### config.mk
export PLATFORM = sky130hd
export DESIGN_NAME = flash_block_page_tracker
export DESIGN_NICKNAME = d
export VERILOG_FILES = /design/src/hw/rtl/fbpt_pkg.sv /design/src/hw/rtl/fbpt_dpath.sv /design/src/hw/rtl/fbpt_ctrl.sv /design/src/hw/rtl/flash_block_page_tracker.sv
export SDC_FILE = /design/constraint.sdc
export NUM_CORES = 1
export LEC_CHECK = 0
export ABC_AREA = 1
export BUFFER_PORTS_ARGS = -buffer_cell sky130_fd_sc_hd__buf_2
export CAP_MARGIN = 20
export CORE_MARGIN = 4
export CORE_UTILIZATION = 55
export CTS_CLUSTER_SIZE = 10
export DETAILED_ROUTE_END_ITERATION = 8
export GPL_TIMING_DRIVEN = 1
export PLACE_DENSITY = 0.81
export SLEW_MARGIN = 10
export SYNTH_ARGS = -nofsm -noshare
export SYNTH_HDL_FRONTEND = slang
export SYNTH_SLANG_ARGS = --single-unit
### constraint.sdc
create_clock -name clk -period 31.9 [get_ports clk]
set_clock_uncertainty 0.05 [all_clocks]
set_input_delay 3.19 -clock clk [delete_from_list [all_inputs] [get_ports clk]]
set_output_delay 3.19 -clock clk [all_outputs]
set_load 0.1 [all_outputs]
### src/hw/rtl/fbpt_pkg.sv
// Shared types, codes and constants for the flash block page tracker.
package fbpt_pkg;

  // Default page count of a block and the hardware ceiling of the page map
  localparam int PAGES_DEF = 256;
  localparam int PAGE_MAX  = 256;

  // Field widths
  localparam int CFG_IW = 3;
  localparam int CFG_DW = 16;
  localparam int CNT_W  = 9;

  // Configuration register indexes
  localparam logic [CFG_IW-1:0] CFG_OWN_CHIP  = 3'd0;
  localparam logic [CFG_IW-1:0] CFG_OWN_DIE   = 3'd1;
  localparam logic [CFG_IW-1:0] CFG_OWN_PLANE = 3'd2;
  localparam logic [CFG_IW-1:0] CFG_OWN_BLOCK = 3'd3;
  localparam logic [CFG_IW-1:0] CFG_PAGES     = 3'd4;

  // Action codes
  localparam logic [2:0] ACT_ACTIVE   = 3'd0;
  localparam logic [2:0] ACT_BAD      = 3'd1;
  localparam logic [2:0] ACT_FREE     = 3'd2;
  localparam logic [2:0] ACT_RESERVED = 3'd3;
  localparam logic [2:0] ACT_UNKNOWN  = 3'd4;
  localparam logic [2:0] ACT_ADVANCE  = 3'd5;
  localparam logic [2:0] ACT_WRITE    = 3'd6;

  // Status codes
  localparam logic [1:0] ST_OK    = 2'd0;
  localparam logic [1:0] ST_ARG   = 2'd1;
  localparam logic [1:0] ST_STATE = 2'd2;

  // Block states
  localparam logic [2:0] BLK_FREE     = 3'd0;
  localparam logic [2:0] BLK_ACTIVE   = 3'd1;
  localparam logic [2:0] BLK_BAD      = 3'd2;
  localparam logic [2:0] BLK_RESERVED = 3'd3;
  localparam logic [2:0] BLK_UNKNOWN  = 3'd4;

  // Page states
  localparam logic [2:0] PG_FREE    = 3'd0;
  localparam logic [2:0] PG_VALID   = 3'd1;
  localparam logic [2:0] PG_BAD     = 3'd3;
  localparam logic [2:0] PG_UNKNOWN = 3'd4;

  typedef struct packed {
    logic [2:0]  action;
    logic [7:0]  chip_id;
    logic [3:0]  die_id;
    logic [1:0]  plane_id;
    logic [15:0] block_id;
    logic [7:0]  page_id;
    logic [2:0]  new_page_state;
  } in_item_t;

  typedef struct packed {
    logic [1:0]       status;
    logic [2:0]       block_state;
    logic [7:0]       next_page;
    logic             next_page_exhausted;
    logic [CNT_W-1:0] valid_page_count;
    logic [31:0]      erase_count;
  } out_item_t;

  // Commands from the controller to the datapath
  typedef struct packed {
    logic cap;        // capture the input item
    logic swp_start;  // rewind the sweep address
    logic clr_we;     // reset clearing write at the sweep address
    logic cnt_rd;     // recount read at the sweep address
    logic exec;       // apply the action to the block registers
    logic fill_we;    // whole-block fill write at the sweep address
    logic upd;        // single page write at the pointer
    logic load_out;   // load the result register
  } cmd_t;

  // Status from the datapath to the controller
  typedef struct packed {
    logic swp_last;   // sweep address is at its last entry
    logic dirty;      // page count changed since the last recount
    logic fill;       // the action needs a whole-block fill
    logic wr;         // the action is an accepted page write
  } sts_t;

endpackage

### src/hw/rtl/fbpt_dpath.sv
// Datapath: configuration, block registers, page state memory and valid counter.
module fbpt_dpath #(
  parameter int PAGES = fbpt_pkg::PAGES_DEF
) (
  input  logic                        clk,
  input  logic                        rst_n,
  input  fbpt_pkg::cmd_t              cmd,
  output fbpt_pkg::sts_t              sts,
  input  fbpt_pkg::in_item_t          in_data,
  output fbpt_pkg::out_item_t         out_data,
  input  logic                        cfg_we,
  input  logic [fbpt_pkg::CFG_IW-1:0] cfg_index,
  input  logic [fbpt_pkg::CFG_DW-1:0] cfg_data
);
  import fbpt_pkg::*;

  localparam int DEPTH = (PAGES < PAGE_MAX) ? PAGES : PAGE_MAX;
  localparam int AW    = $clog2(DEPTH);
  localparam logic [CNT_W-1:0] DEPTH_W = CNT_W'(DEPTH);

  // Configuration registers
  logic [7:0]       own_chip_r;
  logic [3:0]       own_die_r;
  logic [1:0]       own_plane_r;
  logic [15:0]      own_block_r;
  logic [CNT_W-1:0] pages_r;
  logic             dirty_r;

  // Block registers
  logic [2:0]       bs_r;
  logic [7:0]       wp_r;
  logic             exh_r;
  logic [CNT_W-1:0] count_r;
  logic [31:0]      erases_r;
  logic [1:0]       st_r;
  logic [2:0]       fv_r;

  // Item and sweep
  in_item_t         item_r;
  logic [AW-1:0]    swp_r;
  logic             cnt_pend_r;
  out_item_t        out_r;

  // Page state memory
  logic [2:0]       mem [DEPTH];
  logic [2:0]       rdata_r;

  // Decision results
  logic [CNT_W-1:0] piu_lim;
  logic [CNT_W-1:0] lim_n;
  logic [CNT_W-1:0] swp_lim;
  logic             exh_in;
  logic             exh_now;
  logic [1:0]       st_nxt;
  logic [2:0]       bs_nxt;
  logic [7:0]       wp_nxt;
  logic             exh_nxt;
  logic [31:0]      erases_nxt;
  logic             fill;
  logic [2:0]       fv_nxt;
  logic             wr;
  logic             addr_ok;
  logic             mem_we;
  logic [AW-1:0]    mem_wa;
  logic [2:0]       mem_wd;
  logic             mem_re;
  logic [AW-1:0]    mem_ra;

  // Effective page count
  assign piu_lim = (pages_r == '0) ? CNT_W'(1) : pages_r;
  assign lim_n   = (piu_lim > DEPTH_W) ? DEPTH_W : piu_lim;
  assign swp_lim = cmd.clr_we ? DEPTH_W : lim_n;
  assign exh_in  = exh_r || ({1'b0, wp_r} >= lim_n);
  assign exh_now = exh_in;

  assign addr_ok = (item_r.chip_id == own_chip_r) && (item_r.die_id == own_die_r)
                && (item_r.plane_id == own_plane_r) && (item_r.block_id == own_block_r)
                && (item_r.page_id == wp_r) && (item_r.new_page_state <= PG_UNKNOWN);

  // Decide the effect of the held action
  always_comb begin
    st_nxt     = ST_OK;
    bs_nxt     = bs_r;
    wp_nxt     = wp_r;
    exh_nxt    = exh_r;
    erases_nxt = erases_r;
    fill       = 1'b0;
    fv_nxt     = PG_FREE;
    wr         = 1'b0;
    unique case (item_r.action)
      ACT_ACTIVE: begin
        if (bs_r == BLK_BAD) begin
          st_nxt = ST_STATE;
        end else begin
          bs_nxt = BLK_ACTIVE;
          fill   = 1'b1;
          fv_nxt = PG_VALID;
        end
      end
      ACT_BAD: begin
        if (bs_r == BLK_FREE) begin
          st_nxt = ST_ARG;
        end else begin
          bs_nxt  = BLK_BAD;
          wp_nxt  = '0;
          exh_nxt = 1'b1;
          fill    = 1'b1;
          fv_nxt  = PG_BAD;
        end
      end
      ACT_FREE: begin
        if (bs_r == BLK_BAD || bs_r == BLK_FREE) begin
          st_nxt = ST_STATE;
        end else begin
          bs_nxt  = BLK_FREE;
          wp_nxt  = '0;
          exh_nxt = 1'b0;
          fill    = 1'b1;
          fv_nxt  = PG_FREE;
          if (erases_r != '1) begin
            erases_nxt = erases_r + 32'd1;
          end
        end
      end
      ACT_RESERVED: begin
        bs_nxt = BLK_RESERVED;
      end
      ACT_UNKNOWN: begin
        bs_nxt = BLK_UNKNOWN;
        fill   = 1'b1;
        fv_nxt = PG_UNKNOWN;
      end
      ACT_ADVANCE: begin
        if (exh_in || (({1'b0, wp_r} + CNT_W'(1)) >= lim_n)) begin
          wp_nxt  = '0;
          exh_nxt = 1'b1;
        end else begin
          wp_nxt = wp_r + 8'd1;
        end
      end
      ACT_WRITE: begin
        if (exh_in || !addr_ok) begin
          st_nxt = ST_ARG;
        end else begin
          wr = 1'b1;
        end
      end
      default: begin
        st_nxt = ST_ARG;
      end
    endcase
  end

  assign sts.swp_last = ((CNT_W'(swp_r) + CNT_W'(1)) == swp_lim);
  assign sts.dirty    = dirty_r;
  assign sts.fill     = fill;
  assign sts.wr       = wr;

  // Configuration writes; a new page count forces a recount
  always_ff @(posedge clk) begin
    if (!rst_n) begin
      own_chip_r  <= '0;
      own_die_r   <= '0;
      own_plane_r <= '0;
      own_block_r <= '0;
      pages_r     <= CNT_W'(PAGE_MAX);
      dirty_r     <= 1'b0;
    end else begin
      if (cmd.cap) begin
        dirty_r <= 1'b0;
      end
      if (cfg_we) begin
        unique case (cfg_index)
          CFG_OWN_CHIP:  own_chip_r  <= cfg_data[7:0];
          CFG_OWN_DIE:   own_die_r   <= cfg_data[3:0];
          CFG_OWN_PLANE: own_plane_r <= cfg_data[1:0];
          CFG_OWN_BLOCK: own_block_r <= cfg_data[15:0];
          CFG_PAGES: begin
            pages_r <= cfg_data[CNT_W-1:0];
            dirty_r <= 1'b1;
          end
          default: ;
        endcase
      end
    end
  end

  // Hold block registers, sweep address and valid count
  always_ff @(posedge clk) begin
    if (!rst_n) begin
      bs_r       <= BLK_FREE;
      wp_r       <= '0;
      exh_r      <= 1'b0;
      count_r    <= '0;
      erases_r   <= '0;
      swp_r      <= '0;
      cnt_pend_r <= 1'b0;
    end else begin
      cnt_pend_r <= cmd.cnt_rd;
      if (cmd.swp_start) begin
        swp_r <= '0;
      end else if (cmd.clr_we || cmd.cnt_rd || cmd.fill_we) begin
        swp_r <= swp_r + AW'(1);
      end
      if (cmd.cap && dirty_r) begin
        count_r <= '0;
      end else if (cnt_pend_r && rdata_r == PG_VALID) begin
        count_r <= count_r + CNT_W'(1);
      end else if (cmd.exec && fill) begin
        count_r <= (fv_nxt == PG_VALID) ? lim_n : '0;
      end else if (cmd.upd) begin
        count_r <= count_r + CNT_W'(item_r.new_page_state == PG_VALID)
                           - CNT_W'(rdata_r == PG_VALID);
      end
      if (cmd.exec) begin
        bs_r     <= bs_nxt;
        wp_r     <= wp_nxt;
        exh_r    <= exh_nxt;
        erases_r <= erases_nxt;
      end
    end
  end

  // Item, status and result registers
  always_ff @(posedge clk) begin
    if (cmd.cap) begin
      item_r <= in_data;
    end
    if (cmd.exec) begin
      st_r <= st_nxt;
      fv_r <= fv_nxt;
    end
    if (cmd.load_out) begin
      out_r.status              <= st_r;
      out_r.block_state         <= bs_r;
      out_r.next_page           <= exh_now ? 8'd0 : wp_r;
      out_r.next_page_exhausted <= exh_now;
      out_r.valid_page_count    <= count_r;
      out_r.erase_count         <= erases_r;
    end
  end

  assign out_data = out_r;

  // Page state memory port selection
  assign mem_we = cmd.clr_we || cmd.fill_we || cmd.upd;
  assign mem_wa = cmd.upd ? wp_r[AW-1:0] : swp_r;
  assign mem_wd = cmd.clr_we ? PG_FREE : (cmd.fill_we ? fv_r : item_r.new_page_state);
  assign mem_re = cmd.cnt_rd || cmd.exec;
  assign mem_ra = cmd.exec ? wp_r[AW-1:0] : swp_r;

  // Page state memory
  always_ff @(posedge clk) begin
    if (mem_we) begin
      mem[mem_wa] <= mem_wd;
    end
    if (mem_re) begin
      rdata_r <= mem[mem_ra];
    end
  end

endmodule

### src/hw/rtl/fbpt_ctrl.sv
// Controller: sequences clearing, recount, action, fill, page update and result transfer.
module fbpt_ctrl (
  input  logic           clk,
  input  logic           rst_n,
  input  logic           in_valid,
  output logic           in_stall,
  output logic           out_valid,
  input  logic           out_stall,
  input  fbpt_pkg::sts_t sts,
  output fbpt_pkg::cmd_t cmd
);
  import fbpt_pkg::*;

  typedef enum logic [2:0] {
    S_CLR,
    S_IDLE,
    S_CNT,
    S_CWAIT,
    S_EXEC,
    S_FILL,
    S_UPD,
    S_FIN
  } state_t;

  state_t state_r;
  state_t state_nxt;
  logic   out_valid_r;
  logic   out_valid_nxt;
  logic   slot_free;

  assign slot_free = !out_valid_r || !out_stall;

  // Decode commands and next state
  always_comb begin
    cmd       = '0;
    state_nxt = state_r;
    unique case (state_r)
      S_CLR: begin
        cmd.clr_we = 1'b1;
        if (sts.swp_last) begin
          state_nxt = S_IDLE;
        end
      end
      S_IDLE: begin
        if (in_valid) begin
          cmd.cap       = 1'b1;
          cmd.swp_start = 1'b1;
          state_nxt     = sts.dirty ? S_CNT : S_EXEC;
        end
      end
      S_CNT: begin
        cmd.cnt_rd = 1'b1;
        if (sts.swp_last) begin
          state_nxt = S_CWAIT;
        end
      end
      S_CWAIT: begin
        state_nxt = S_EXEC;
      end
      S_EXEC: begin
        cmd.exec      = 1'b1;
        cmd.swp_start = 1'b1;
        if (sts.fill) begin
          state_nxt = S_FILL;
        end else if (sts.wr) begin
          state_nxt = S_UPD;
        end else begin
          state_nxt = S_FIN;
        end
      end
      S_FILL: begin
        cmd.fill_we = 1'b1;
        if (sts.swp_last) begin
          state_nxt = S_FIN;
        end
      end
      S_UPD: begin
        cmd.upd   = 1'b1;
        state_nxt = S_FIN;
      end
      S_FIN: begin
        if (slot_free) begin
          cmd.load_out = 1'b1;
          state_nxt    = S_IDLE;
        end
      end
      default: begin
        state_nxt = S_CLR;
      end
    endcase
  end

  // Set the result flag on load, drop it on transfer
  always_comb begin
    out_valid_nxt = out_valid_r;
    if (cmd.load_out) begin
      out_valid_nxt = 1'b1;
    end else if (out_valid_r && !out_stall) begin
      out_valid_nxt = 1'b0;
    end
  end

  // Hold state and result flag
  always_ff @(posedge clk) begin
    if (!rst_n) begin
      state_r     <= S_CLR;
      out_valid_r <= 1'b0;
    end else begin
      state_r     <= state_nxt;
      out_valid_r <= out_valid_nxt;
    end
  end

  assign in_stall  = (state_r != S_IDLE);
  assign out_valid = out_valid_r;

endmodule

### src/hw/rtl/flash_block_page_tracker.sv
// Top level: bookkeeping of one flash block with a page state map.
//
//  channel  | handshake              | payload
//  ---------+------------------------+------------------------------
//  in_      | in_valid / in_stall    | in_data  (fbpt_pkg::in_item_t)
//  out_     | out_valid / out_stall  | out_data (fbpt_pkg::out_item_t)
//  cfg_     | cfg_valid / cfg_ready  | cfg_index, cfg_data
//
// An item passes through capture, execute and result load; whole-block marks
// (active, bad, free, unknown) add a fill pass over the page memory, one entry a
// cycle, a page write adds an update of the page whose old state execute read, and
// the first item after a pages_in_use write adds a recount of the valid pages.
// After reset a clearing pass writes min(PAGES,256) entries, one a cycle,
// while in_stall stays high; configuration writes are taken throughout.
// A result waiting under out_stall does not block the next item until that
// item's own result is ready to load.
module flash_block_page_tracker #(
  parameter int PAGES = fbpt_pkg::PAGES_DEF
) (
  input  logic                        clk,
  input  logic                        rst_n,
  input  logic                        in_valid,
  output logic                        in_stall,
  input  fbpt_pkg::in_item_t          in_data,
  output logic                        out_valid,
  input  logic                        out_stall,
  output fbpt_pkg::out_item_t         out_data,
  input  logic                        cfg_valid,
  output logic                        cfg_ready,
  input  logic [fbpt_pkg::CFG_IW-1:0] cfg_index,
  input  logic [fbpt_pkg::CFG_DW-1:0] cfg_data
);
  import fbpt_pkg::*;

  cmd_t cmd;
  sts_t sts;
  logic cfg_we;

  // Take configuration at any time
  assign cfg_ready = 1'b1;
  assign cfg_we    = cfg_valid && cfg_ready;

  fbpt_ctrl u_ctrl (
    .clk       (clk),
    .rst_n     (rst_n),
    .in_valid  (in_valid),
    .in_stall  (in_stall),
    .out_valid (out_valid),
    .out_stall (out_stall),
    .sts       (sts),
    .cmd       (cmd)
  );

  fbpt_dpath #(
    .PAGES (PAGES)
  ) u_dpath (
    .clk       (clk),
    .rst_n     (rst_n),
    .cmd       (cmd),
    .sts       (sts),
    .in_data   (in_data),
    .out_data  (out_data),
    .cfg_we    (cfg_we),
    .cfg_index (cfg_index),
    .cfg_data  (cfg_data)
  );

  // One item in flight: a transfer closes the input until the item is done
  a_one_in_flight: assert property (@(posedge clk) disable iff (!rst_n)
    in_valid && !in_stall |=> in_stall)
    else $error("input taken while an item is in flight");

  // An exhausted pointer always reads as page zero
  a_exh_page_zero: assert property (@(posedge clk) disable iff (!rst_n)
    out_valid |-> (!out_data.next_page_exhausted || out_data.next_page == 8'd0))
    else $error("exhausted pointer with nonzero page");

  // The valid page count never exceeds the page map
  a_count_range: assert property (@(posedge clk) disable iff (!rst_n)
    out_valid |-> (out_data.valid_page_count <= CNT_W'(PAGE_MAX)))
    else $error("valid page count out of range");

  // A result is loaded only after an accepted item
  a_load_after_item: assert property (@(posedge clk) disable iff (!rst_n)
    cmd.load_out |-> in_stall)
    else $error("result loaded while idle");

endmodule
==> Word level (Yosys, flattened, before mapping) <==
Memories as Yosys holds them, arrays and structs flattened. A register that Yosys moved wholly into a read port is not among the register bits.
Index checks and enable logic that the tools add are counted.
{ "word_totals": {"mem_count": 1, "regBits": 210, "ramBits": 768, "elab_cells": 190} }
{ "mem_list": {"columns": ["name", "depth", "word_bits", "rd", "rd_clocked_by_memory_dff", "write_ports", "line_no", "source"], "rows": [
  ["u_dpath.mem", 256, 3, 1, 1, 1, "fbpt_dpath.sv:45", "logic [2:0] mem [DEPTH];"]
]} }
{ "classes": {"reduce_logical": 44, "mux": 63, "bitwise_logic": 2, "n_eq_ne": 38, "addsub": 8, "order_cmp": 4} }
{ "op_table": {"columns": ["op", "n"], "rows": [
  ["two-way mux 9 bit", 7],
  ["two-way mux 8 bit", 5],
  ["two-way mux 3 bit", 11],
  ["adder 32 x 1 -> 32 bit (second input constant)", 1],
  ["inequality test 32 bit (second input constant)", 1],
  ["two-way mux 1 bit", 27],
  ["equality test 3 bit (second input constant)", 8],
  ["one-hot mux 3 bit (8 select lines)", 1],
  ["one-hot mux 8 bit (3 select lines)", 1],
  ["equality test 3 x 2 -> 1 bit (second input constant)", 7],
  ["adder 8 x 1 -> 9 bit (second input constant)", 2],
  ["equality test 3 x 1 -> 1 bit (second input constant)", 6],
  ["adder 8 x 1 -> 8 bit (second input constant)", 2],
  ["equality test 16 bit", 1],
  ["equality test 8 bit", 2],
  ["one-hot mux 3 bit (5 select lines)", 1],
  ["AND reduction 5 bit", 3],
  ["inequality test 2 bit (second input constant)", 7],
  ["logical NOT 3 bit", 4],
  ["logical OR 1 bit", 10],
  ["two-way mux 2 bit", 5],
  ["one-hot mux 2 bit (5 select lines)", 1],
  ["AND reduction 2 bit", 5],
  ["adder 9 x 1 -> 9 bit", 1],
  ["other kinds (25)", 40]
]} }

==> Longest topological paths before layout <==
{ "depth": {"word_depth": 13, "depth_mapped": 19, "ltp_nobuf": 18} }

==> Hierarchy <==
From an unflattened synthesis, not the netlist that was laid out.
{ "unflattened": {"cells_unflattened": 4621, "area_unflattened_um2": 44689.1} }
{ "by_module_without_submodules": {"columns": ["module", "seq_area_each_um2", "cells_each", "n_inst", "area_each_um2"], "rows": [
  ["fbpt_dpath", 28317.2, 4551, 1, 44313.8],
  ["fbpt_ctrl", 80.1, 68, 1, 364.1],
  ["flash_block_page_tracker", 0.0, 2, 1, 11.3]
]} }

==> Worst setup path after synthesis <==
No wires, ideal clock.
{ "synth_timing": {"kind": "reg-to-reg", "startpoint": "reg u_ctrl.state_r[0]", "endpoint": "mem u_dpath.mem[0][2], data pin", "stages_incl_launch_ff": 7, "required_time_ps": 29662, "setup_time_ps": 2188, "slack_ps": 18899, "synth_period_minus_slack_ps": 13001, "arrival_time_ps": 10763, "cell_sequence": "dfxtp_1 nor2_1 inv_1 nor2_1 nor2_1 inv_1 o21ai_0"} }
{ "synth_between": {"elab_chain_len": 4, "word_cells_on_any_way": 6, "cone_classes": "eq/ne: 1; mux: 4; reduce/logical: 1"} }
{ "synth_lines": {"columns": ["element", "line_no", "source"], "rows": [
  ["from (decl)", "fbpt_ctrl.sv:25", "state_t state_r;"],
  ["from (signal assigned)", "fbpt_ctrl.sv:109", "state_r <= state_nxt;"],
  ["equality test 3 bit", "fbpt_ctrl.sv:37", "unique case (state_r)"],
  ["two-way mux 1 bit", "fbpt_ctrl.sv:37", null],
  ["two-way mux 3 bit", "fbpt_dpath.sv:248", "assign mem_wd = cmd.clr_we ? PG_FREE : (cmd.fill_we ? fv_r : item_r.new_page_state);"],
  ["two-way mux 3 bit (*)", "fbpt_dpath.sv:248", null],
  ["named net u_dpath.mem_wd[2]", "fbpt_dpath.sv:65", "logic [2:0] mem_wd;"],
  ["to (decl)", "fbpt_dpath.sv:45", null]
]} }
Mark *: on every way through the listed nets, which the timed path passes. The rest lies on a longest branch.

==> Worst setup path in the final report <==
{ "layout_timing": {"startpoint": "reg u_ctrl.state_r[0]", "endpoint": "reg u_dpath.rdata_r[0] (read register of u_dpath.mem), data pin"} }
{ "layout_between": {"elab_chain_len": 3, "word_cells_on_any_way": 6, "cone_classes": "eq/ne: 2; mux: 3; reduce/logical: 1"} }
{ "layout_lines": {"columns": ["element", "line_no", "source"], "rows": [
  ["equality test 3 bit or equality test 3 x 2 -> 1 bit (tied branches)", "fbpt_ctrl.sv:37", null],
  ["two-way mux 1 bit", "fbpt_ctrl.sv:37", null],
  ["two-way mux 8 bit or logical OR 1 bit (tied branches)", "fbpt_dpath.sv:250, fbpt_dpath.sv:249", null],
  ["to (decl)", "fbpt_dpath.sv:46", "logic [2:0] rdata_r;"]
]} }
Several ways; a longest one is shown, not always the timed one.
A chain may end at the register's enable or synchronous reset.

==> qor.yml <==
clock_path_buffers: 3
area_delta_synth_final_pct: 9.589
dieArea_mm2: 0.08595
root_buffer: "clkbuf_16"
max_freq_mhz: 185.6
synth_edf_count: 875
grt.overflow.total: 0
postCtsSetupBuffers: 0
yosysUniqueCellTypes: 46
numCtsBuffers: 109
arrival_ns: 5.78
cts_hold_buffers: 0
dr.pass1.iters: 6
via_per_inst: 5.707
rr_worst_depth: 15
portBuffers: 124
grt_pass1_vias: 31910
reg2reg_slack_ns: 26.51
antenna_cells: 0
drive_gt1_share_pct: 7.344
r2r_end: "u_dpath.rdata_r[0]"
worstMarginPinSlew_ns: 1.242
cts_tree: "done"
slew_viol_final: 0
hold_depth: 2
cpMostUsedCell: "nand3_1"
cellPowerDensity_mw_per_mm2: 79.32
clk_pin_slew_ns: 0.06
drc: 0
dp_cells: 5605
cts.sinks: 981
p_leak_uw: 0.01962
fin_nets: 4761
crit_path_end_kind: "flop"
period_share_pct: 16.89
hold_viol_final: 0
grt_usage_pct: 25.69
pin_count: 126
ant_nets: 0
grt_pass1_wl_um: 173900
place_area_mm2: 0.04594
synth_area_per_cell_um2: 9.701
rows: 104
critPathSlowestCell: "nand2_4"
yosys_warnings: 0
antenna_found_initial: 3
critical_path_required_ns: 32.29
slowest_delay_ns: 0.99
grt_max_degree: 243
setup_violations: 0
crit_type: "reg -> reg"
die_h_um: 293.2
totalWireLength_um: 111900
cts_max_level: 3
period_needed_ns: 5.388
seq_area_frac_synth_pct: 63.49
synthArstFlopShare_pct: 0
max_cap_violations: 0
path_cells: "nor2_4, nand2_4, nand2_2, nand2_4, buf_12, buf_4, nand2_1, nand3_1, nand3_1, nand3_1, nand3_1, nand3_1, nand3_1, nand3_1, nand2_1"
core_area_mm2: 0.08055
design_area_mm2: 0.04902
ys_seq_elements: 981
critical_path.top_delay_family: "simple AND/OR/NAND/NOR gates"
worstHoldStart: "u_dpath.dirty_r"
timing.rr.start: "u_ctrl.state_r[0]"
relSlewSlack_pct: 17.22
critPathLaunch: "u_ctrl.state_r[0]"
worstPathMaxFanout: 191
post_drt_wl_per_cell_um: 19.43
synth_ff_type: "edfxtp_1"
synth_nets: 4716
utilization_pct: 60.86
cp-start-kind: "flop"
multi_input_area_mm2: 0.01273
filler_cell_count: 6226
netlist_area_mm2: 0.04473
clock_latency_ns: 0.69
hpwl_um: 65050
register_area_mm2: 0.02840
drtIter0Drc: 4621
cts.repair.resized: 0
irDropWorstVdd_mv: 0.08689
tns_ns: 0
dieWidth_um: 293.2
worst-path-buf-inv: 2
synth_cells: 4611
rsz0062_at_grt: "no"
stdcell_count: 5758
status: "completed"
hold_path.class: "reg -> reg"
start_util_pct: 55.53
vias: 32860
gp_congestion: 0.9095
worstHoldEndpoint: "u_dpath.dirty_r"
-- power breakdown --
group	total, µW	internal (µW)	switching (µW)
registers	1600	1570	26.3
logic	1180	291	886
clock network	1120	636	479
total	3890	2500	1390
-- state kept, by name, summed over array words and instances (netlist names), 4 cells and up --
signal and count:
u_dpath.count_r 9, u_dpath.pages_r 9, u_dpath.own_chip_r 8, u_dpath.item_r 44, u_dpath.out_data 55, u_dpath.wp_r 8
u_dpath.swp_r 8, u_dpath.erases_r 32, u_dpath.own_die_r 4, u_dpath.mem 768, u_dpath.own_block_r 16
-- worst reg2reg max path: cells and delay by family (launching register included) --
family | cells | cell delay [ns]
and+or+nand+nor | 13 | 3.02
DFF | 1 | 0.50
buffers and inverters | 2 | 1.57
-- routing by layer --
| metal | wire [µm] | share of wire [%] | GRT usage, % | vias to the layer above |
|---|---|---|---|---|
| li1 | - | - | - | 15250 |
| met1 | 41870 | 37 | 33.74 | 15330 |
| met2 | 52480 | 47 | 42.16 | 1921 |
| met3 | 12620 | 11 | 5.163 | 351 |
| met4 | 4833 | 4.3 | 10.76 | 8 |
| met5 | 56 | 0.050 | 0 | - |
-- kinds of logic after synthesis --
logic type,synth area share [%]
other cells,0.008384
buf+inv,8.352
flops,63.49
xor+xnor,1.312
simple gates,22.61
fa+ha+maj,1.052
compound gates,3.183
-- cell usage after synthesis, types with 2 or more instances --
cell       number  area [µm²]
a211oi_1        7       52.55
o22ai_1         4       25.02
dfxtp_1       106        2122
o2111ai_1       3       26.28
nand2_1      1094        4106
inv_1         670        2515
xnor2_1        31       271.5
o21ai_2         9       78.83
or2_2           3       18.77
nand3b_1       10       75.07
nor2_2          2       12.51
o211ai_1       16       120.1
edfxtp_1      875       26280
nor2_1        431        1618
nand4_1        35       219.0
nor4_1         13       81.33
ha_1           36       450.4
buf_2         123       615.6
nor3_2          3       30.03
a21oi_1        77       385.4
clkbuf_1       51       191.4
nand2_2        20       125.1
nor3b_1         2       15.01
nor2_4          4       45.04
a31oi_1         7       43.79
buf_1          11       41.29
o21bai_1        3       22.52
nand3_1       713        3568
xor2_1         36       315.3
o311ai_0        2       17.52
nor3_1         31       155.2
o21a_1          3       22.52
o21ai_1         9       45.04
inv_2           7       26.28
o21ai_0       115       575.6
buf_6          10       112.6
buf_4          30       225.2
-- through the flow --
step,hold WS [ns],power (µW),worst slack [ns]
after floorplan,0.3503,2526,18.90
after global placement,0.3815,2736,26.80
after detailed placement,0.3857,2763,26.62
after CTS,0.4161,3871,26.55
after global routing,0.4211,4063,26.17
final,0.4190,3888,26.51
-- layout by cell type, fill, tap and decap left out, drive strengths merged --
master   instances
nand2         1115
conb             1
o211ai          16
ha              36
nand4           35
a31oi            7
or2              3
fa               1
buf            160
o21ai          133
nor4            13
edfxtp         875
and3             1
a21oi           77
clkinv           7
xor2            36
nor3b            2
o21bai           3
a211oi           7
nor2           437
o2111ai          3
o311ai           2
o22ai            4
xnor2           31
dfxtp          106
inv            678
o22a             1
o21a             3
nor4b            1
nand3          713
clkbuf         146
nor3            35
nand3b          10
-- final cells by class --
class | count | area share, %
Tap cell | 1060 | 2.706
Clock buffer | 146 | 5.998
Timing Repair Buffer | 160 | 1.927
Sequential cell | 981 | 57.93
Clock inverter | 7 | 0.2808
Multi-Input combinational cell | 2726 | 25.96
Inverter | 678 | 5.194
-- worst max path at each step --
stage | endpoint | cells after the start
global placement | u_dpath.rdata_r[2] | 15
floorplan | u_dpath.mem[0][2] | 6
finish | u_dpath.rdata_r[0] | 15
CTS | u_dpath.rdata_r[0] | 15
detailed placement | u_dpath.rdata_r[1] | 15
global route | u_dpath.rdata_r[2] | 15
Note: power is estimated with default switching activity, not from simulation.
